`config.mk`:
```
export PLATFORM = sky130hd
export DESIGN_NAME = vfr_cell
export DESIGN_NICKNAME = d
export VERILOG_FILES = /design/src/design/velocity_frame_rotation_unit_macros.svh /design/src/design/vfr_pkg.sv /design/src/design/vfr_cell.sv
export SDC_FILE = /design/constraint.sdc
export NUM_CORES = 1
export LEC_CHECK = 0
export BUFFER_PORTS_ARGS = -buffer_cell sky130_fd_sc_hd__buf_2
export CAP_MARGIN = 30
export CORE_UTILIZATION = 45
export DETAILED_ROUTE_END_ITERATION = 16
export PLACE_DENSITY = 0.64
export SLEW_MARGIN = 20
export SYNTH_ARGS = -nofsm -noshare
export SYNTH_HDL_FRONTEND = slang
export SYNTH_SLANG_ARGS = --single-unit
```
`constraint.sdc`:
```
create_clock -name clk_i -period 3.6 [get_ports clk_i]
set_input_delay 0.36 -clock clk_i [delete_from_list [all_inputs] [get_ports clk_i]]
set_output_delay 0.36 -clock clk_i [all_outputs]
set_load 0.02 [all_outputs]
```
`src/design/velocity_frame_rotation_unit_macros.svh`:
```
// assertion macros used by the velocity frame rotation unit
`ifndef VELOCITY_FRAME_ROTATION_UNIT_MACROS_SVH
`define VELOCITY_FRAME_ROTATION_UNIT_MACROS_SVH

// antecedent in this cycle implies consequent in the same cycle
`define VFR_ASSERT_SAME(label, clk, rst_n, ante, cons) \
  label: assert property (@(posedge clk) disable iff (!rst_n) (ante) |-> (cons)) \
    else $error("vfr check failed in the same cycle");

// antecedent in this cycle implies consequent in the next cycle
`define VFR_ASSERT_NEXT(label, clk, rst_n, ante, cons) \
  label: assert property (@(posedge clk) disable iff (!rst_n) (ante) |=> (cons)) \
    else $error("vfr check failed one cycle later");

`endif

```
`src/design/vfr_pkg.sv`:
```
// constants, types and the arctangent table of the velocity frame rotation unit
`default_nettype none
package vfr_pkg;

  // field widths
  localparam int VEL_WIDTH     = 16;
  localparam int YAW_WIDTH     = 16;
  localparam int CORDIC_STAGES = 16;
  localparam int ATAN_ENTRIES  = 24;
  localparam int NUM_STAGES    = (CORDIC_STAGES > ATAN_ENTRIES) ? ATAN_ENTRIES : CORDIC_STAGES;

  // gain compensation, round(0.60725293500888 * 2^24)
  localparam int KGAIN_W    = 24;
  localparam int WORK_SHIFT = 24;
  localparam logic signed [KGAIN_W:0] KGAIN = 25'sd10188014;

  // working widths: operand, gain and headroom for the vector growth
  localparam int XY_W    = VEL_WIDTH + KGAIN_W + 2;
  localparam int Z_W     = 33;
  localparam int SHIFT_W = $clog2(ATAN_ENTRIES);

  // stream widths, rounded up to whole bytes
  localparam int IN_TDATA_W  = ((2 * VEL_WIDTH + YAW_WIDTH + 7) / 8) * 8;
  localparam int OUT_TDATA_W = ((2 * VEL_WIDTH + 7) / 8) * 8;

  // atan(2^-i) scaled so that 2^31 is pi
  localparam logic [31:0] ATAN_TAB [ATAN_ENTRIES] = '{
    32'd536870912, 32'd316933406, 32'd167458907, 32'd85004756, 32'd42667331,
    32'd21354465,  32'd10679838,  32'd5340245,   32'd2670163,  32'd1335087,
    32'd667544,    32'd333772,    32'd166886,    32'd83443,    32'd41722,
    32'd20861,     32'd10430,     32'd5215,      32'd2608,     32'd1304,
    32'd652,       32'd326,       32'd163,       32'd81
  };

  // vector and residual angle handed from cell to cell
  typedef struct packed {
    logic signed [XY_W-1:0] x;
    logic signed [XY_W-1:0] y;
    logic signed [Z_W-1:0]  z;
  } vec_t;

endpackage
`default_nettype wire

```
`src/design/vfr_cell.sv`:
```
// one cordic micro-rotation with its own pipeline register
`default_nettype none
module vfr_cell (
  input  wire logic                                clk_i,
  input  wire logic                                rst_ni,
  input  wire logic [vfr_pkg::SHIFT_W-1:0]         shift_i,
  input  wire logic signed [vfr_pkg::Z_W-1:0]      atan_i,
  input  wire logic                                valid_i,
  output      logic                                ready_o,
  input  wire vfr_pkg::vec_t                       data_i,
  output      logic                                valid_o,
  input  wire logic                                ready_i,
  output      vfr_pkg::vec_t                       data_o
);

  logic signed [vfr_pkg::XY_W-1:0] dx, dy;
  vfr_pkg::vec_t                   data_d, data_q;
  logic                            valid_q;

  // rotate towards zero residual angle
  always_comb begin
    dx = data_i.y >>> shift_i;
    dy = data_i.x >>> shift_i;
    if (!data_i.z[vfr_pkg::Z_W-1]) begin
      data_d.x = data_i.x - dx;
      data_d.y = data_i.y + dy;
      data_d.z = data_i.z - atan_i;
    end else begin
      data_d.x = data_i.x + dx;
      data_d.y = data_i.y - dy;
      data_d.z = data_i.z + atan_i;
    end
  end

  assign ready_o = !valid_q || ready_i;

  // stage handshake
  always_ff @(posedge clk_i or negedge rst_ni) begin
    if (!rst_ni) begin
      valid_q <= 1'b0;
    end else if (ready_o) begin
      valid_q <= valid_i;
    end
  end

  // stage payload
  always_ff @(posedge clk_i) begin
    if (valid_i && ready_o) begin
      data_q <= data_d;
    end
  end

  assign valid_o = valid_q;
  assign data_o  = data_q;

endmodule
`default_nettype wire

```
==> summary.txt <==
Route
  • Total length of routed wires: about 94 mm
  • Remaining DRCs: 0
  • Drt initial violations: 2547
  • DR pass1 iterations: 6
  • WL/cell: between 20 and 25 µm
  • Remaining antenna violation count: 0
  • DR vias: about 24k
  • Vias per Instance: just over 6

STA
  • Final Skew: just under 0.009 ns
  • Max Transition Viols Final: 0
  • Final Cycle Share: 146%
  • Hold Vio Cnt, Final: 0
  • Slew @ Worst Pin: 0.928 ns
  • Finish-stage setup viols: 73
  • Max Clock Freq: ~0.19 GHz
  • RSZ-0062 raised after global routing: yes
  • Final worst slack: -1.65 ns
  • Rel. slew slack: 37.6%
  • Tmin final: between 5 and 6 ns

Yosys
  • Post-synth EDFFs: 117
  • Synth warnings: 0
  • Most frequent cell after synthesis: nor2_1
  • Synth Net Count: 2362
  • Ys async rst share: less than 1%
  • Area contributors post-synth: edfxtp_1 (18%), mux4_2 (13%), ha_1 (8.1%)
  • Primary FF master, synth: edfxtp_1
  • Yosys cell types: 100
  • Avg Cell Area, Syn: 9.19 µm²
  • Synth top cells by count: nor2_1 (178), a21oi_1 (164), nand2_1 (137)
  • Sequential share of the synthesized area: 18.5%
  • Mapped Cells: just over 2k
  • Synth top area share: between 15 and 20%
  • Synth Register Bits: ~120
  • Post-synth top area cell: edfxtp_1
  • Synthesized area: ~19000 µm²

Setup path
  • Startpoint Class: primary input
  • Crit path capture type: register
  • Slowest CP cell: mux4_2
  • CP Buf/Inv Count: 6
  • Critical Path RT: about 3.9 ns
  • Critical path fanouts, max: 8
  • Crit-path max cell delay: 0.54 ns
  • Classification of the worst setup path: in -> reg
  • Worst path arrival time: about 5.5 ns
  • Delay-heaviest family, CP: compound AO/OA/AOI/OAI gates

Clock network
  • TritonCTS buffer count: 17
  • Num Clock Sinks: 118
  • Clock root cell: clkbuf_16
  • H-tree depth: 4
  • TritonCTS clock tree: done
  • Clock Path Buffers: 2
  • Clock-pin transition on the worst setup and hold timing paths: 0.07 ns
  • Clock latency on the worst-skew pair: between 0.4 and 0.5 ns

Pwr
  • Max VDD drop: 364 µV
  • Static Leak: roughly 15 nW
  • Int Pwr: between 7 and 8 mW
  • PnR Total Power: 12.2 mW
  • Gate power share: 68.1%
  • Clock share of power: about 15%
  • PD cells: about 370 nW/µm²
  • P_sw: slightly above 5 mW
  • Switching Fraction: between 40% and 50%
  • Flop pwr share: between 15 and 20%

Outcome
  • Status: finished, violations left
  • Failing checks: negative setup slack

Floorplan
  • Die width: between 200 and 250 µm
  • Initial Utilization: 45.6%
  • Die Y: ~210 µm
  • Cell Rows: between 70 and 80
  • I/O Pins: 278
  • Core Area: ~42000 µm²
  • Die ar.: roughly 43000 µm²

Finish
  • Register area: 3540 µm²
  • Layout cells sized above 1: between 50% and 60%
  • Ant. Diodes: 0
  • Footprint of the multi-input gates: 17000 µm²
  • Post-route cell area: between 30000 and 40000 µm²
  • Post-layout nets: 3631
  • Fillers: approximately 2.7k
  • Area delta synth->final: 71.1%

Placed design
  • Cell Area, Placed: between 20000 and 30000 µm²
  • Post-detail-place hpwl: between 60 and 70 mm
  • Port bufs: about 280
  • Placer Congestion: about 1.0

GRT
  • First-pass GRT wire length: about 140 mm
  • GR Util All Layers: around two fifths
  • Antenna violations before repair: 0
  • Vias in the first global route: roughly 24k
  • Total congestion overflow: 0
  • Pin count of the biggest net entering global routing: slightly below 70

Run
  • Max-cap violations: 0

Min path
  • Worst Hold Class: in -> reg
-- layer usage --
layer / vias up / track usage, % / share of wire [%]
met5: - / 0 / 0
met4: 0 / 17.2 / 5.0
met3: 364 / 7.12 / 9.6
met2: 1491 / 67.3 / 47
met1: 11700 / 53.8 / 39
li1: 10600 / - / -
-- area by class of cell --
cell class	instances	area share [%]
flip-flops and latches	118	10.8
well taps	539	2.06
inverters	52	0.605
clock buffers	17	1.30
multi-input cells	1792	52.0
repair buffers	1365	32.6
clock inverters	15	0.594
-- per-stage QoR --
stage                     utilization (%)  setup TNS [ns]  std cells  hold slack [ns]  worst slack [ns]
after CTS                            75.2          -62.31       3860           0.0548             -1.40
after global routing                 78.1          -87.16       3898            0.109             -1.76
final                                78.1          -78.42       3898            0.110             -1.65
after detailed placement             67.7         -119.60       3704            0.137             -2.23
after floorplan                         -          -74.93       2077           0.0644             -1.87
after global placement               67.7         -113.75       3704            0.134             -2.28
-- flip-flops by register name (all words and copies together) (netlist names) --
register and count:
data_o 117, valid_o 1
-- cell usage in the layout (no fill, tap or decap), drive strengths merged, types with 22 or more instances in the layout --
master / synthesis / final
buf: 82 / 1360
nor2: 179 / 179
a21oi: 164 / 164
nand2: 137 / 137
mux4: 124 / 124
ha: 123 / 123
xnor2: 118 / 118
edfxtp: 117 / 117
o21ai: 101 / 101
mux2i: 85 / 85
xor2: 82 / 82
inv: 51 / 58
a21o: 54 / 54
mux2: 49 / 49
nand3: 45 / 45
nor3: 42 / 42
nand2b: 36 / 36
nor2b: 32 / 32
a31oi: 32 / 32
o21a: 30 / 30
o22ai: 29 / 29
o21bai: 26 / 26
and2: 26 / 26
a211oi: 23 / 23
and3: 22 / 22
-- power groups by stage --
stage	Clock (mW)	Combinational [mW]	Sequential, mW
after floorplan	0	3.29	2.37
after global placement	0	6.53	2.03
after detailed placement	0	6.63	2.03
after CTS	1.91	7.45	2.01
after global routing	1.94	8.73	2.03
final	1.88	8.31	2.01
-- cells by family after synthesis --
group	after synthesis	share of synthesized area [%]
AOI/OAI and AO/OA	618	21.5
xor gates and xnor gates	200	9.17
adders and majority gates	126	8.37
buffers and inverters	167	4.80
DFF	118	18.5
muxes	258	22.2
and+or+nand+nor	590	15.4
-- path summary, 6_finish.rpt --
path	startpoint	end	slack (ns)	cells past startpoint
max	shift_i[1]	data_o[68]$_DFFE_PP_	-1.65	26
min	valid_i	valid_o$_DFFE_PN0N_	0.11	2
max reg2reg	valid_o$_DFFE_PN0N_	data_o[82]$_DFFE_PP_	1.91	3
min reg2reg	valid_o$_DFFE_PN0N_	valid_o$_DFFE_PN0N_	0.58	2
max in group asynchronous	rst_ni	valid_o$_DFFE_PN0N_	3.34	2
min in group asynchronous	rst_ni	valid_o$_DFFE_PN0N_	0.17	2
-- what timing repair did --
item / in CTS / in global routing
gates cloned: 9 / 0
buffers inserted: 120 / 61
hold endpoints to repair: 1 / 0
setup endpoints to repair: 75 / 78
hold buffers: 1 / 0
gates resized for setup: 300 / 192
pin swaps: 164 / 189
(Power assumes the default switching activity.)
