$ cat config.mk
export PLATFORM = sky130hd
export DESIGN_NAME = vfr_prescale
export DESIGN_NICKNAME = d
export VERILOG_FILES = /design/src/design/velocity_frame_rotation_unit_macros.svh /design/src/design/vfr_pkg.sv /design/src/design/vfr_prescale.sv
export SDC_FILE = /design/constraint.sdc
export NUM_CORES = 1
export LEC_CHECK = 0
export ABC_AREA = 0
export BUFFER_PORTS_ARGS = -buffer_cell sky130_fd_sc_hd__buf_2
export CORE_UTILIZATION = 40
export DETAILED_ROUTE_END_ITERATION = 10
export GPL_TIMING_DRIVEN = 0
export PLACE_DENSITY_LB_ADDON = 0.3
export REMOVE_ABC_BUFFERS = 1
export SKIP_LAST_GASP = 1
export SLEW_MARGIN = 10
export SYNTH_ARGS = -nofsm -noshare
export SYNTH_HDL_FRONTEND = slang
export SYNTH_SLANG_ARGS = --single-unit
$ cat constraint.sdc
create_clock -name clk_i -period 5.9 [get_ports clk_i]
set_input_delay 0.885 -clock clk_i [delete_from_list [all_inputs] [get_ports clk_i]]
set_output_delay 0.885 -clock clk_i [all_outputs]
set_load 0.01 [all_outputs]
$ cat src/design/velocity_frame_rotation_unit_macros.svh
// assertion macros used by the velocity frame rotation unit
`ifndef VELOCITY_FRAME_ROTATION_UNIT_MACROS_SVH
`define VELOCITY_FRAME_ROTATION_UNIT_MACROS_SVH

// antecedent in this cycle implies consequent in the same cycle
`define VFR_ASSERT_SAME(label, clk, rst_n, ante, cons) \
  label: assert property (@(posedge clk) disable iff (!rst_n) (ante) |-> (cons)) \
    else $error("vfr check failed in the same cycle");

// antecedent in this cycle implies consequent in the next cycle
`define VFR_ASSERT_NEXT(label, clk, rst_n, ante, cons) \
  label: assert property (@(posedge clk) disable iff (!rst_n) (ante) |=> (cons)) \
    else $error("vfr check failed one cycle later");

`endif

$ cat src/design/vfr_pkg.sv
// constants, types and the arctangent table of the velocity frame rotation unit
`default_nettype none
package vfr_pkg;

  // field widths
  localparam int VEL_WIDTH     = 16;
  localparam int YAW_WIDTH     = 16;
  localparam int CORDIC_STAGES = 16;
  localparam int ATAN_ENTRIES  = 24;
  localparam int NUM_STAGES    = (CORDIC_STAGES > ATAN_ENTRIES) ? ATAN_ENTRIES : CORDIC_STAGES;

  // gain compensation, round(0.60725293500888 * 2^24)
  localparam int KGAIN_W    = 24;
  localparam int WORK_SHIFT = 24;
  localparam logic signed [KGAIN_W:0] KGAIN = 25'sd10188014;

  // working widths: operand, gain and headroom for the vector growth
  localparam int XY_W    = VEL_WIDTH + KGAIN_W + 2;
  localparam int Z_W     = 33;
  localparam int SHIFT_W = $clog2(ATAN_ENTRIES);

  // stream widths, rounded up to whole bytes
  localparam int IN_TDATA_W  = ((2 * VEL_WIDTH + YAW_WIDTH + 7) / 8) * 8;
  localparam int OUT_TDATA_W = ((2 * VEL_WIDTH + 7) / 8) * 8;

  // atan(2^-i) scaled so that 2^31 is pi
  localparam logic [31:0] ATAN_TAB [ATAN_ENTRIES] = '{
    32'd536870912, 32'd316933406, 32'd167458907, 32'd85004756, 32'd42667331,
    32'd21354465,  32'd10679838,  32'd5340245,   32'd2670163,  32'd1335087,
    32'd667544,    32'd333772,    32'd166886,    32'd83443,    32'd41722,
    32'd20861,     32'd10430,     32'd5215,      32'd2608,     32'd1304,
    32'd652,       32'd326,       32'd163,       32'd81
  };

  // vector and residual angle handed from cell to cell
  typedef struct packed {
    logic signed [XY_W-1:0] x;
    logic signed [XY_W-1:0] y;
    logic signed [Z_W-1:0]  z;
  } vec_t;

endpackage
`default_nettype wire

$ cat src/design/vfr_prescale.sv
// entry stage: quadrant fold of the angle and gain-compensating multiply
`default_nettype none
module vfr_prescale (
  input  wire logic                                    clk_i,
  input  wire logic                                    rst_ni,
  input  wire logic                                    valid_i,
  output      logic                                    ready_o,
  input  wire logic signed [vfr_pkg::VEL_WIDTH-1:0]    vel_x_i,
  input  wire logic signed [vfr_pkg::VEL_WIDTH-1:0]    vel_y_i,
  input  wire logic signed [vfr_pkg::YAW_WIDTH-1:0]    yaw_i,
  output      logic                                    valid_o,
  input  wire logic                                    ready_i,
  output      vfr_pkg::vec_t                           data_o
);

  localparam logic signed [vfr_pkg::YAW_WIDTH-1:0] YAW_QUARTER =
    vfr_pkg::YAW_WIDTH'(1 << (vfr_pkg::YAW_WIDTH - 2));
  localparam logic signed [vfr_pkg::Z_W-1:0] Z_QUARTER = vfr_pkg::Z_W'(1 << 30);

  logic signed [vfr_pkg::VEL_WIDTH:0] vx_ext, vy_ext, x_sel, y_sel;
  logic signed [vfr_pkg::Z_W-1:0]     z_raw, z_sel;
  vfr_pkg::vec_t                      data_d, data_q;
  logic                               valid_q;

  // fold the angle into [-pi/2, pi/2] by a quarter turn of the raw vector
  always_comb begin
    vx_ext = {vel_x_i[vfr_pkg::VEL_WIDTH-1], vel_x_i};
    vy_ext = {vel_y_i[vfr_pkg::VEL_WIDTH-1], vel_y_i};
    z_raw  = {yaw_i[vfr_pkg::YAW_WIDTH-1], yaw_i, 16'd0};
    if (yaw_i > YAW_QUARTER) begin
      x_sel = -vy_ext;
      y_sel = vx_ext;
      z_sel = z_raw - Z_QUARTER;
    end else if (yaw_i < -YAW_QUARTER) begin
      x_sel = vy_ext;
      y_sel = -vx_ext;
      z_sel = z_raw + Z_QUARTER;
    end else begin
      x_sel = vx_ext;
      y_sel = vy_ext;
      z_sel = z_raw;
    end
    data_d.x = x_sel * vfr_pkg::KGAIN;
    data_d.y = y_sel * vfr_pkg::KGAIN;
    data_d.z = z_sel;
  end

  assign ready_o = !valid_q || ready_i;

  // stage handshake
  always_ff @(posedge clk_i or negedge rst_ni) begin
    if (!rst_ni) begin
      valid_q <= 1'b0;
    end else if (ready_o) begin
      valid_q <= valid_i;
    end
  end

  // stage payload
  always_ff @(posedge clk_i) begin
    if (valid_i && ready_o) begin
      data_q <= data_d;
    end
  end

  assign valid_o = valid_q;
  assign data_o  = data_q;

endmodule
`default_nettype wire

==> reports/qor.csv <==
stage;metric;value;unit
outcome;status;complete, but fails checks;
outcome;failed_checks;setup timing;
detailed_routing;wire_per_inst;18.9;um
critical_path;crit_buf_inv;7;
die;initial_core_util;41.0;%
timing;setup_violations;65;
yosys;synth_area;19200;um^2
clock_tree;path_clk_slew;0.08;ns
final_layout;final_common_cell;inv_1;
die;die_h;221;um
placement;dp_hpwl;42000;um
die;io_pins;171;
timing;finalCriticalPeriod;8.35;ns
clock_tree;h-tree-depth;3;
critical_path;crit_path_max_incr_delay;0.59;ns
final_layout;drive_gt1_share;34.4;%
clock_tree;hold_buffers;0;
detailed_routing;drc;0;
die;coreArea;47000;um^2
critical_path;crit_top_cell;or3_4;
yosys;synth_edf_count;99;
critical_path;worstReg2RegStart;valid_o$_DFFE_PN0N_;
clock_tree;cts_buffers;9;
critical_path;cp_top_family;adder cells;
critical_path;path_max_fanout;4;
run;cap_violations;0;
global_routing;antenna_found_initial;10;
yosys;ys.flop_type;edfxtp_1;
clock_tree;clock_sinks;100;
global_routing;grt_pass1_wl;85000;um
timing;fin_ws;-2.45;ns
final_layout;final_cell_mix;inv_1 (466), fa_1 (290), ha_1 (238);
yosys;avgSynthCellArea;10.0;um^2
timing;worst_pin_slew;0.713;ns
clock_tree;clk_latency;0.41;ns
timing;skew;0.0139;ns
critical_path;cp.required;6.05;ns
yosys;synth_cell_types;65;
detailed_routing;routed-via-count;14600;
detailed_routing;drt_iter0_drc;588;
timing;rsz0062_at_grt;true;
yosys;yosysSeqAreaShare;15.6;%
global_routing;grtUsageTotal;22.5;%
clock_tree;cts_buffer_depth;2;
placement;placement.io_buffers;152;
detailed_routing;viasPerCell;5.02;
global_routing;grt_pass1_vias;15600;
min_path;hold_class;primary input to asynchronous set/reset pin;
critical_path;critical-path-slowest-cell;fa_2;
critical_path;endpoint_kind;flip-flop;
critical_path;startpoint_type;primary input;
timing;max_freq;0.120;GHz
clock_tree;cts_tree;done;
final_layout;syn_to_final_growth;32.1;%
yosys;netlist_instances;1917;
timing;hold_viol;0;
timing;tns;-113.39;ns
yosys;yosysTopAreaCell;fa_1;
global_routing;overflow;0;
timing;drv_slew;0;
detailed_routing;postRouteAntennaNets;0;
detailed_routing;wirelength;55000;um
critical_path;cp.arrival;8.49;ns
placement;gp_congestion;0.963;
detailed_routing;dr.pass1.iters;5;
die;die_x;221;um
critical_path;timing.rr.end;data_o[81]$_DFFE_PP_;
critical_path;rrSetupSlack;4.07;ns
global_routing;grt_max_degree;51;
yosys;synthTopCellsByArea;fa_1 (33%), ha_1 (21%), edfxtp_1 (15%), inv_1 (10%), a21oi_1 (2.3%);
yosys;yosysWarnings;0;
critical_path;crit_type;primary input to flip-flop;
final_layout;layout.nets;2977;
yosys;synth-seq-cells;100;
die;die_area;48900;um^2
critical_path;worst-r2r-cell-count;3;
timing;fin_crit_sh;141;%
yosys;synth_top_area_share;32.9;%
critical_path;crit_start;vel_x_i[0];
die;row_count;79;
yosys;synthArstFlopShare;1.00;%
clock_tree;cts_root_buffer;clkbuf_16;
timing;maxSlewHeadroom;52.4;%
[through the flow]
step	hold slack (ns)	area [um^2]	utilization (%)	cells	worst slack, ns
6_report	0.235	25400	54.1	2911	-2.45
3_5_place_dp	0.556	20600	43.9	2646	-4.90
2_1_floorplan	0.589	19000	-	1886	-3.29
5_1_grt	0.213	25400	54.1	2911	-2.60
3_3_place_gp	0.494	20600	43.8	2645	-5.41
4_1_cts	0.203	24200	51.5	2835	-2.41
[logic make-up (layout without fill, tap and decap cells)]
kind of cell,Yosys count,in the layout,share of synthesized area (%)
adders and majority gates,632,632,53.5
buffers and inverters,573,932,11.5
AOI/OAI and AO/OA,289,289,9.57
and+or+nand+nor,248,253,6.38
DFF,100,100,15.6
xor gates and xnor gates,66,66,3.01
muxes,8,8,0.423
other,1,24,0.0195
[synth_stat cells (3+ instances only)]
| master | number |
|---|---|
| a211oi_1 | 9 |
| a21boi_0 | 3 |
| a21o_1 | 43 |
| a21oi_1 | 90 |
| a221o_1 | 6 |
| a31oi_1 | 14 |
| and2_1 | 4 |
| and3_1 | 4 |
| and4_1 | 3 |
| buf_4 | 18 |
| clkbuf_1 | 27 |
| edfxtp_1 | 99 |
| fa_1 | 316 |
| ha_1 | 316 |
| inv_1 | 519 |
| inv_2 | 6 |
| mux2i_1 | 7 |
| nand2_1 | 68 |
| nand2b_1 | 10 |
| nand3_1 | 23 |
| nand4_1 | 17 |
| nor2_1 | 62 |
| nor2b_1 | 10 |
| nor3_1 | 8 |
| nor3b_1 | 3 |
| nor4_1 | 4 |
| o211ai_1 | 3 |
| o21a_1 | 13 |
| o21ai_0 | 54 |
| o21ai_1 | 7 |
| o21bai_1 | 8 |
| o221a_2 | 4 |
| o22ai_1 | 12 |
| o31a_1 | 3 |
| o31ai_1 | 3 |
| or2_2 | 7 |
| or3_1 | 15 |
| or3_4 | 3 |
| xnor2_1 | 43 |
| xor2_1 | 23 |
[repair_timing]
item                                    in CTS  in global routing
cloned                                       5                  0
buffers inserted                           176                 79
resized for setup                          443                157
endpoints found under the setup margin      74                 66
pin swaps                                  161                116
[metal layers]
metal	part of all wire [%]	wire (um)	global-route usage, %	up-vias
li1	-	-	-	6870
met1	41	22400	26.8	7300
met2	52	28600	41.2	319
met3	3.5	1950	3.13	103
met4	3.7	2010	7.96	8
met5	0.093	51	0	-
[sequential cells by signal, summed over array words and instances (netlist names)]
signal / count
data_o: 99
valid_o: 1
[worst register-to-register path: stages (launching register included)]
cell	delay (ns)
dfrtp_1	0.39
nand2b_1	0.12
and2_4	0.60
buf_16	0.31
[cell type report]
class	count	area, um^2
fill	4066	21600
multi-input combinational	1266	16300
sequential	100	3000
timing repair buffer	391	2960
inverter	525	1990
tap	607	759
clock buffer	9	225
clock inverter	7	105
antenna	6	15.0
[worst max-delay path by stage]
stage                     slack [ns]                     to  cells past startpoint
after floorplan                -3.29  data_o[116]$_DFFE_PP_                     28
after global placement         -5.41  data_o[116]$_DFFE_PP_                     29
after detailed placement       -4.90  data_o[116]$_DFFE_PP_                     29
after CTS                      -2.41  data_o[116]$_DFFE_PP_                     29
after global routing           -2.60  data_o[116]$_DFFE_PP_                     31
final                          -2.45   data_o[69]$_DFFE_PP_                     32
Power is not shown: default switching activity piles up to over one toggle a cycle in this logic, so the estimate is an artifact.
