`src/design/velocity_frame_rotation_unit_macros.svh`:
```
// assertion macros used by the velocity frame rotation unit
`ifndef VELOCITY_FRAME_ROTATION_UNIT_MACROS_SVH
`define VELOCITY_FRAME_ROTATION_UNIT_MACROS_SVH

// antecedent in this cycle implies consequent in the same cycle
`define VFR_ASSERT_SAME(label, clk, rst_n, ante, cons) \
  label: assert property (@(posedge clk) disable iff (!rst_n) (ante) |-> (cons)) \
    else $error("vfr check failed in the same cycle");

// antecedent in this cycle implies consequent in the next cycle
`define VFR_ASSERT_NEXT(label, clk, rst_n, ante, cons) \
  label: assert property (@(posedge clk) disable iff (!rst_n) (ante) |=> (cons)) \
    else $error("vfr check failed one cycle later");

`endif

```
`src/design/vfr_pkg.sv`:
```
// constants, types and the arctangent table of the velocity frame rotation unit
`default_nettype none
package vfr_pkg;

  // field widths
  localparam int VEL_WIDTH     = 16;
  localparam int YAW_WIDTH     = 16;
  localparam int CORDIC_STAGES = 16;
  localparam int ATAN_ENTRIES  = 24;
  localparam int NUM_STAGES    = (CORDIC_STAGES > ATAN_ENTRIES) ? ATAN_ENTRIES : CORDIC_STAGES;

  // gain compensation, round(0.60725293500888 * 2^24)
  localparam int KGAIN_W    = 24;
  localparam int WORK_SHIFT = 24;
  localparam logic signed [KGAIN_W:0] KGAIN = 25'sd10188014;

  // working widths: operand, gain and headroom for the vector growth
  localparam int XY_W    = VEL_WIDTH + KGAIN_W + 2;
  localparam int Z_W     = 33;
  localparam int SHIFT_W = $clog2(ATAN_ENTRIES);

  // stream widths, rounded up to whole bytes
  localparam int IN_TDATA_W  = ((2 * VEL_WIDTH + YAW_WIDTH + 7) / 8) * 8;
  localparam int OUT_TDATA_W = ((2 * VEL_WIDTH + 7) / 8) * 8;

  // atan(2^-i) scaled so that 2^31 is pi
  localparam logic [31:0] ATAN_TAB [ATAN_ENTRIES] = '{
    32'd536870912, 32'd316933406, 32'd167458907, 32'd85004756, 32'd42667331,
    32'd21354465,  32'd10679838,  32'd5340245,   32'd2670163,  32'd1335087,
    32'd667544,    32'd333772,    32'd166886,    32'd83443,    32'd41722,
    32'd20861,     32'd10430,     32'd5215,      32'd2608,     32'd1304,
    32'd652,       32'd326,       32'd163,       32'd81
  };

  // vector and residual angle handed from cell to cell
  typedef struct packed {
    logic signed [XY_W-1:0] x;
    logic signed [XY_W-1:0] y;
    logic signed [Z_W-1:0]  z;
  } vec_t;

endpackage
`default_nettype wire

```
`src/design/vfr_finish.sv`:
```
// rounding, saturation and the output register
`default_nettype none
module vfr_finish (
  input  wire logic                                   clk_i,
  input  wire logic                                   rst_ni,
  input  wire logic                                   valid_i,
  output      logic                                   ready_o,
  input  wire vfr_pkg::vec_t                          data_i,
  output      logic                                   valid_o,
  input  wire logic                                   ready_i,
  output      logic signed [vfr_pkg::VEL_WIDTH-1:0]   rot_x_o,
  output      logic signed [vfr_pkg::VEL_WIDTH-1:0]   rot_y_o
);

  localparam int SUM_W = vfr_pkg::XY_W + 1;
  localparam int RND_W = SUM_W - vfr_pkg::WORK_SHIFT;
  localparam logic signed [SUM_W-1:0] HALF = SUM_W'(1) <<< (vfr_pkg::WORK_SHIFT - 1);
  localparam logic signed [RND_W-1:0] HI =
    RND_W'((64'sd1 <<< (vfr_pkg::VEL_WIDTH - 1)) - 64'sd1);
  localparam logic signed [RND_W-1:0] LO = -HI - RND_W'(1);

  logic signed [SUM_W-1:0]             sum_x, sum_y;
  logic signed [RND_W-1:0]             rnd_x, rnd_y;
  logic signed [vfr_pkg::VEL_WIDTH-1:0] sat_x, sat_y, rot_x_q, rot_y_q;
  logic                                valid_q;

  // round to nearest and clamp to the field range
  always_comb begin
    sum_x = {data_i.x[vfr_pkg::XY_W-1], data_i.x} + HALF;
    sum_y = {data_i.y[vfr_pkg::XY_W-1], data_i.y} + HALF;
    rnd_x = RND_W'(sum_x >>> vfr_pkg::WORK_SHIFT);
    rnd_y = RND_W'(sum_y >>> vfr_pkg::WORK_SHIFT);
    priority if (rnd_x > HI) begin
      sat_x = vfr_pkg::VEL_WIDTH'(HI);
    end else if (rnd_x < LO) begin
      sat_x = vfr_pkg::VEL_WIDTH'(LO);
    end else begin
      sat_x = vfr_pkg::VEL_WIDTH'(rnd_x);
    end
    priority if (rnd_y > HI) begin
      sat_y = vfr_pkg::VEL_WIDTH'(HI);
    end else if (rnd_y < LO) begin
      sat_y = vfr_pkg::VEL_WIDTH'(LO);
    end else begin
      sat_y = vfr_pkg::VEL_WIDTH'(rnd_y);
    end
  end

  assign ready_o = !valid_q || ready_i;

  // output handshake
  always_ff @(posedge clk_i or negedge rst_ni) begin
    if (!rst_ni) begin
      valid_q <= 1'b0;
    end else if (ready_o) begin
      valid_q <= valid_i;
    end
  end

  // output payload
  always_ff @(posedge clk_i) begin
    if (valid_i && ready_o) begin
      rot_x_q <= sat_x;
      rot_y_q <= sat_y;
    end
  end

  assign valid_o = valid_q;
  assign rot_x_o = rot_x_q;
  assign rot_y_o = rot_y_q;

endmodule
`default_nettype wire
```
`config.mk`:
```
export PLATFORM = sky130hd
export DESIGN_NAME = vfr_finish
export DESIGN_NICKNAME = d
export VERILOG_FILES = /design/src/design/velocity_frame_rotation_unit_macros.svh /design/src/design/vfr_pkg.sv /design/src/design/vfr_finish.sv
export SDC_FILE = /design/constraint.sdc
export NUM_CORES = 1
export LEC_CHECK = 0
export ABC_AREA = 1
export BUFFER_PORTS_ARGS = -buffer_cell sky130_fd_sc_hd__buf_2
export CELL_PAD_IN_SITES_DETAIL_PLACEMENT = 1
export CELL_PAD_IN_SITES_GLOBAL_PLACEMENT = 1
export CORE_ASPECT_RATIO = 0.8
export CORE_UTILIZATION = 25
export CTS_BUF_LIST = sky130_fd_sc_hd__clkbuf_16
export CTS_CLUSTER_SIZE = 16
export DETAILED_ROUTE_END_ITERATION = 16
export GPL_TIMING_DRIVEN = 0
export PLACE_DENSITY = 0.76
export SETUP_SLACK_MARGIN = 0.3
export SKIP_LAST_GASP = 1
export SLEW_MARGIN = 30
export SYNTH_ARGS = -nofsm -noshare
export SYNTH_HDL_FRONTEND = slang
export SYNTH_SLANG_ARGS = --single-unit
```
`constraint.sdc`:
```
create_clock -name clk_i -period 2.58 [get_ports clk_i]
set_input_delay 0.516 -clock clk_i [delete_from_list [all_inputs] [get_ports clk_i]]
set_output_delay 0.516 -clock clk_i [all_outputs]
set_load 0.02 [all_outputs]
```
==> results.json, run 1 <==
{
  "drive_gt1_frac": 0.275,
  "port_buffers": 75,
  "syn_to_final_growth_pct": 30.5,
  "critPathArrivalTime_ps": 2180,
  "yosysUniqueCellTypes": 21,
  "status": "completed",
  "critPathLaunchType": "input pin",
  "die_h_um": 87.4,
  "final_common_cell": "nand2_1",
  "cts-buffers-inserted": 5,
  "clock_path_buffers": 2,
  "grt-ovfl-total": 0,
  "period_share": 0.792,
  "cts_tree": "done",
  "holdBufCountCts": 0,
  "mostFrequentLayoutCells": "132 x nand2_1, 75 x buf_2, 48 x nor2_1, 32 x edfxtp_1, 23 x inv_1",
  "grt_util_all_layers": 0.143,
  "final.setup.tns_ps": 0,
  "vias": 2151,
  "yosysWarnings": 0,
  "fillers": 1077,
  "endpoint_kind": "flop",
  "hold_violations": 0,
  "nNetsFinal": 508,
  "cts_num_sinks": 33,
  "drc_errors": 0,
  "core_area_um2": 8670,
  "synth_nets": 424,
  "worstMarginPinSlew_ps": 388,
  "setup_viol": 0,
  "path_class": "input pin to flop",
  "rsz0062_at_grt": "false",
  "syn_area_um2": 2280,
  "synthArstFlopShare": 0.0303,
  "grt_pass1_wl_um": 10400,
  "syn_avg_cell_area_um2": 7.57,
  "finClkSkew_ps": 7.39,
  "ctsResizeCount": 0,
  "maxCapViolCount": 0,
  "routed_via_density": 4.32,
  "wirelength_um": 6410,
  "drt_iter0_drc": 68,
  "routedWlPerCell_um": 12.9,
  "synthTopCellsByArea": "edfxtp_1 42%, nand2_1 22%, nor2_1 7.9%, xor2_1 5.8%, inv_1 3.6%",
  "grt_pass1_vias": 2161,
  "power_leakage_nw": 1.37,
  "irDropWorstVdd_mv": 0.244,
  "ys_seq_area_frac": 0.432,
  "slew_violations": 0,
  "diodes": 0,
  "netlist_instances": 301,
  "die_w_um": 109,
  "powerDensity_nw_per_um2": 508,
  "htreeDepth": 2,
  "initial_utilization": 0.263,
  "ant_nets": 0,
  "hold_path.class": "input pin to async pin",
  "relSlewSlack": 0.741,
  "antenna_found_initial": 0,
  "synth_seq_cells": 33,
  "yosysTopAreaCell": "edfxtp_1",
  "cp_data_required_time_ps": 2710,
  "synth_top_area_share": 0.422,
  "grt_max_degree": 13,
  "reg2regPathDepth": 3,
  "dieArea_um2": 9510,
  "max_freq_ghz": 0.490,
  "synth_edf_count": 32,
  "ios": 155,
  "synthFlopType": "edfxtp_1",
  "cts-root-buf": "clkbuf_16",
  "pre_cts_slack_ps": 241,
  "dp_hpwl_um": 5430,
  "rows": 30,
  "drtPass1Iterations": 4,
  "cts_setup_buffers": 0,
  "path_max_fanout": 10,
  "setup_ws_ps": 538,
  "gp_congestion": 0.889,
  "period_minus_slack_ps": 2040,
  "clkTransAtPathRegs_ps": 60,
  "worst_skew_pair.late_latency_ps": 270
}
==> final timing paths <==
kind | start | to | slack (ps)
worst min register to register | valid_o | valid_o | 590
max in group asynchronous | rst_ni | valid_o | 2480
worst max register to register | valid_o | rot_x_o[9] | 1120
worst max-delay path | data_i[56] | rot_y_o[10] | 540
worst min-delay path | rst_ni | valid_o | 10
min in group clk_i | valid_i | valid_o | 490
==> power by group <==
group          total (mW)  internal, mW  switching, mW
combinational       0.302         0.106          0.196
clock               0.568         0.350          0.217
sequential          0.642         0.632        0.00975
==> cell families (layout without fill, tap and decap cells) <==
kind of cell               after synthesis  after routing  synth area share
and+or+nand+nor                        207            207             0.375
DFF                                     33             33             0.432
xor gates and xnor gates                26             26             0.106
buffers and inverters                   26            111            0.0560
AOI/OAI and AO/OA                        7              7            0.0187
adders and majority gates                2              2            0.0110
==> per-layer routing <==
layer,track usage,part of all wire
met5,0,0
met4,0.0332,0.0062
met3,0.0187,0.032
met2,0.225,0.45
met1,0.208,0.51
==> worst max-delay path, cell delays in order <==
cell and delay, ps:
buf_2 120, ha_1 290, nand2_2 110, nor2_4 150, nand2_2 100, nor2_4 130
xor2_2 180, nand3_1 120, nand2_2 150, buf_6 160, nand2_1 60, nand2_1 80
==> sequential cells by signal, summed over array words and instances (netlist names) <==
signal,cells
rot_x_o,16
rot_y_o,16
valid_o,1
==> area by class of cell <==
class / instances / area (um2) / area share
Sequential cell: 33 / 986 / 0.331
Timing Repair Buffer: 77 / 405 / 0.136
Multi-Input combinational cell: 242 / 1180 / 0.396
Clock buffer: 5 / 125 / 0.0421
Clock inverter: 3 / 13.8 / 0.00463
Buffer: 4 / 45.0 / 0.0151
Inverter: 22 / 82.6 / 0.0278
Tap cell: 112 / 140 / 0.0471
==> per-stage QoR <==
| step | total power, mW | hold WS [ps] | utilization | area [um2] | std cells |
|---|---|---|---|---|---|
| after floorplan | 0.827 | 220 | - | 2280 | 301 |
| after global placement | 0.943 | 292 | 0.323 | 2800 | 488 |
| after detailed placement | 0.958 | 293 | 0.327 | 2840 | 490 |
| after CTS | 1.54 | 8.54 | 0.343 | 2980 | 498 |
| after global routing | 1.59 | 5.60 | 0.343 | 2980 | 498 |
| final | 1.51 | 14.4 | 0.343 | 2980 | 498 |
==> cell usage after synthesis, types with 4 or more instances <==
cell	number
nand2_1	132
nor2_1	48
edfxtp_1	32
inv_1	22
xor2_1	15
nand3_1	10
xnor2_1	9
nand2_2	7
a21oi_1	4
buf_6	4
nor2_4	4
(Power assumes the default switching activity.)
==> inputs of run 2 (changes only) <==
Settings changed: CORE_UTILIZATION 25 to 28, PLACE_DENSITY 0.76 to 0.81.
Clock period 2.58 ns to 2 ns, I/O delays scaled along.
==> run 2 against run 1 <==
Compared with the run above:
- non-clock buffer count increased by 16
- sequential power increased by 29%
- sequential share of layout area decreased by 3.3 points
- register-to-register slack got worse by 520 ps
- via count increased by 2.4%
- first-iteration DRC count decreased by 12%
- clock skew about the same
- cell area increased by 11%
- critical path depth decreased by 2
- global-route usage increased by 0.64 points
- clock power increased by 49%
- critical path type unchanged
- largest cell class unchanged
- highest routed layer unchanged
==> results.json, run 2 (same netlist as run 1, synthesis figures left out) <==
{
  "dieArea_um2": 8510,
  "relSlewSlack": 0.701,
  "pre_cts_slack_ps": -110,
  "drt_iter0_drc": 60,
  "crit_path_frequent_cell": "nand2_1",
  "rsz0062_at_grt": "false",
  "htreeDepth": 2,
  "max_stage_delay_ps": 240,
  "grt_pass1_vias": 2065,
  "rows": 29,
  "cp_slowest_cell": "nor2_2",
  "design_area_um2": 3300,
  "max_freq_ghz": 0.596,
  "nNetsFinal": 524,
  "routed_via_density": 4.32,
  "ios": 155,
  "setup_ws_ps": 321,
  "grt_pass1_wl_um": 9650,
  "setup_viol": 0,
  "dpl_cell_area_um2": 2840,
  "maxCapViolCount": 0,
  "path_max_fanout": 5,
  "period_minus_slack_ps": 1680,
  "cts-root-buf": "clkbuf_16",
  "cp_data_required_time_ps": 2030,
  "gp_congestion": 0.847,
  "fin_util": 0.417,
  "port_buffers": 75,
  "initial_utilization": 0.288,
  "worst_skew_pair.late_latency_ps": 280,
  "path_class": "input pin to flop",
  "routedWlPerCell_um": 13.1,
  "cts_tree": "done",
  "hold_path.class": "input pin to flop",
  "mostFrequentLayoutCells": "122 x nand2_1, 71 x buf_2, 33 x nor2_1, 32 x edfxtp_1, 23 x inv_1",
  "die_w_um": 103,
  "core_area_um2": 7910,
  "irDropWorstVdd_mv": 0.332,
  "drtPass1Iterations": 4,
  "cts-buffers-inserted": 5,
  "slew_violations": 0,
  "clkTransAtPathRegs_ps": 50,
  "ant_nets": 0,
  "period_share": 0.839,
  "vias": 2202,
  "crit_buf_inv": 1,
  "antenna_found_initial": 0,
  "critPathLaunchType": "input pin",
  "grt_max_degree": 21,
  "drc_errors": 0,
  "final_common_cell": "nand2_1",
  "wirelength_um": 6670,
  "hold_violations": 0,
  "drive_gt1_frac": 0.376,
  "power_leakage_nw": 1.51,
  "critPathArrivalTime_ps": 1710,
  "worstMarginPinSlew_ps": 448,
  "path_cells": "buf_2 -> nand3_1 -> nor2_2 -> nand2_1 -> nor2_1 -> nand2_1 -> nor2_1 -> nor2_1 -> nand2_1 -> nand2_1",
  "status": "completed",
  "clock_path_buffers": 2,
  "finClkSkew_ps": 6.91,
  "grt_util_all_layers": 0.150,
  "endpoint_kind": "flop",
  "diodes": 0,
  "cts_num_sinks": 33,
  "powerDensity_nw_per_um2": 641,
  "syn_to_final_growth_pct": 44.8,
  "dp_hpwl_um": 5030,
  "die_h_um": 82.7,
  "critPathTopFamily": "simple AND/OR/NAND/NOR gates",
  "fillers": 1016,
  "grt-ovfl-total": 0
}
run 2: cell types whose count changed in the layout (fill, tap and decap cells not counted), sizes merged:
| cell | previous run | this run |
|---|---|---|
| dlygate4sd3 | 0 | 1 |
| bufinv | 0 | 1 |
| buf | 81 | 94 |
| clkbuf | 5 | 7 |
| clkinv | 2 | 1 |
run 2: path summary, 6_finish.rpt:
path	startpoint	to	slack (ps)	cells past startpoint
min reg2reg	valid_o	valid_o	590	2
min in group asynchronous	rst_ni	valid_o	430	2
max reg2reg	valid_o	rot_y_o[12]	600	2
min	valid_i	valid_o	370	3
max	data_i[58]	rot_y_o[14]	320	10
max in group asynchronous	rst_ni	valid_o	1480	2
run 2: worst register-to-register path, delay by kind of cell, from the launching register on:
family                 cells  cell delay (ps)
flip-flops                 1              420
buffers and inverters      1              250
AO/OA/AOI/OAI              1              420
run 2: what timing repair did:
action	4_1_cts	5_1_grt
endpoints found under the setup margin	20	27
buffers inserted	4	11
hold buffers	1	0
gates resized for setup	6	41
pin swaps	4	20
gates cloned	0	1
endpoints found under the hold margin	1	0
run 2: through the flow:
stage | setup TNS (ps) | total power, mW | std cells | hold slack (ps)
5_1_grt | 0 | 2.21 | 510 | 386
3_5_place_dp | -1720 | 1.23 | 485 | 178
4_1_cts | 0 | 2.09 | 498 | 369
2_1_floorplan | 0 | 1.07 | 301 | 104
3_3_place_gp | -984 | 1.22 | 484 | 175
6_report | 0 | 2.12 | 510 | 367
run 2: final cells by class:
class                      instances  area [um2]  share of cell area
multi-input combinational        242        1330               0.402
sequential                        33         986               0.299
timing repair buffer              93         556               0.168
tap                              108         135              0.0409
clock buffer                       5         125              0.0379
inverter                          22        82.6              0.0250
buffer                             4        52.6              0.0159
clock inverter                     3        37.5              0.0114
run 2: power breakdown:
part           switching (mW)  internal, mW
clock network           0.271         0.578
registers              0.0118         0.816
logic                   0.275         0.166
run 2: layer usage:
layer | up-vias | track usage | part of all wire | wire length [um]
li1 | 1140 | - | - | -
met3 | 9 | 0.0261 | 0.027 | 180
met4 | 0 | 0.0479 | 0.014 | 92
met5 | - | 0 | 0 | 0
met1 | 1012 | 0.209 | 0.51 | 3380
met2 | 41 | 0.234 | 0.45 | 3020
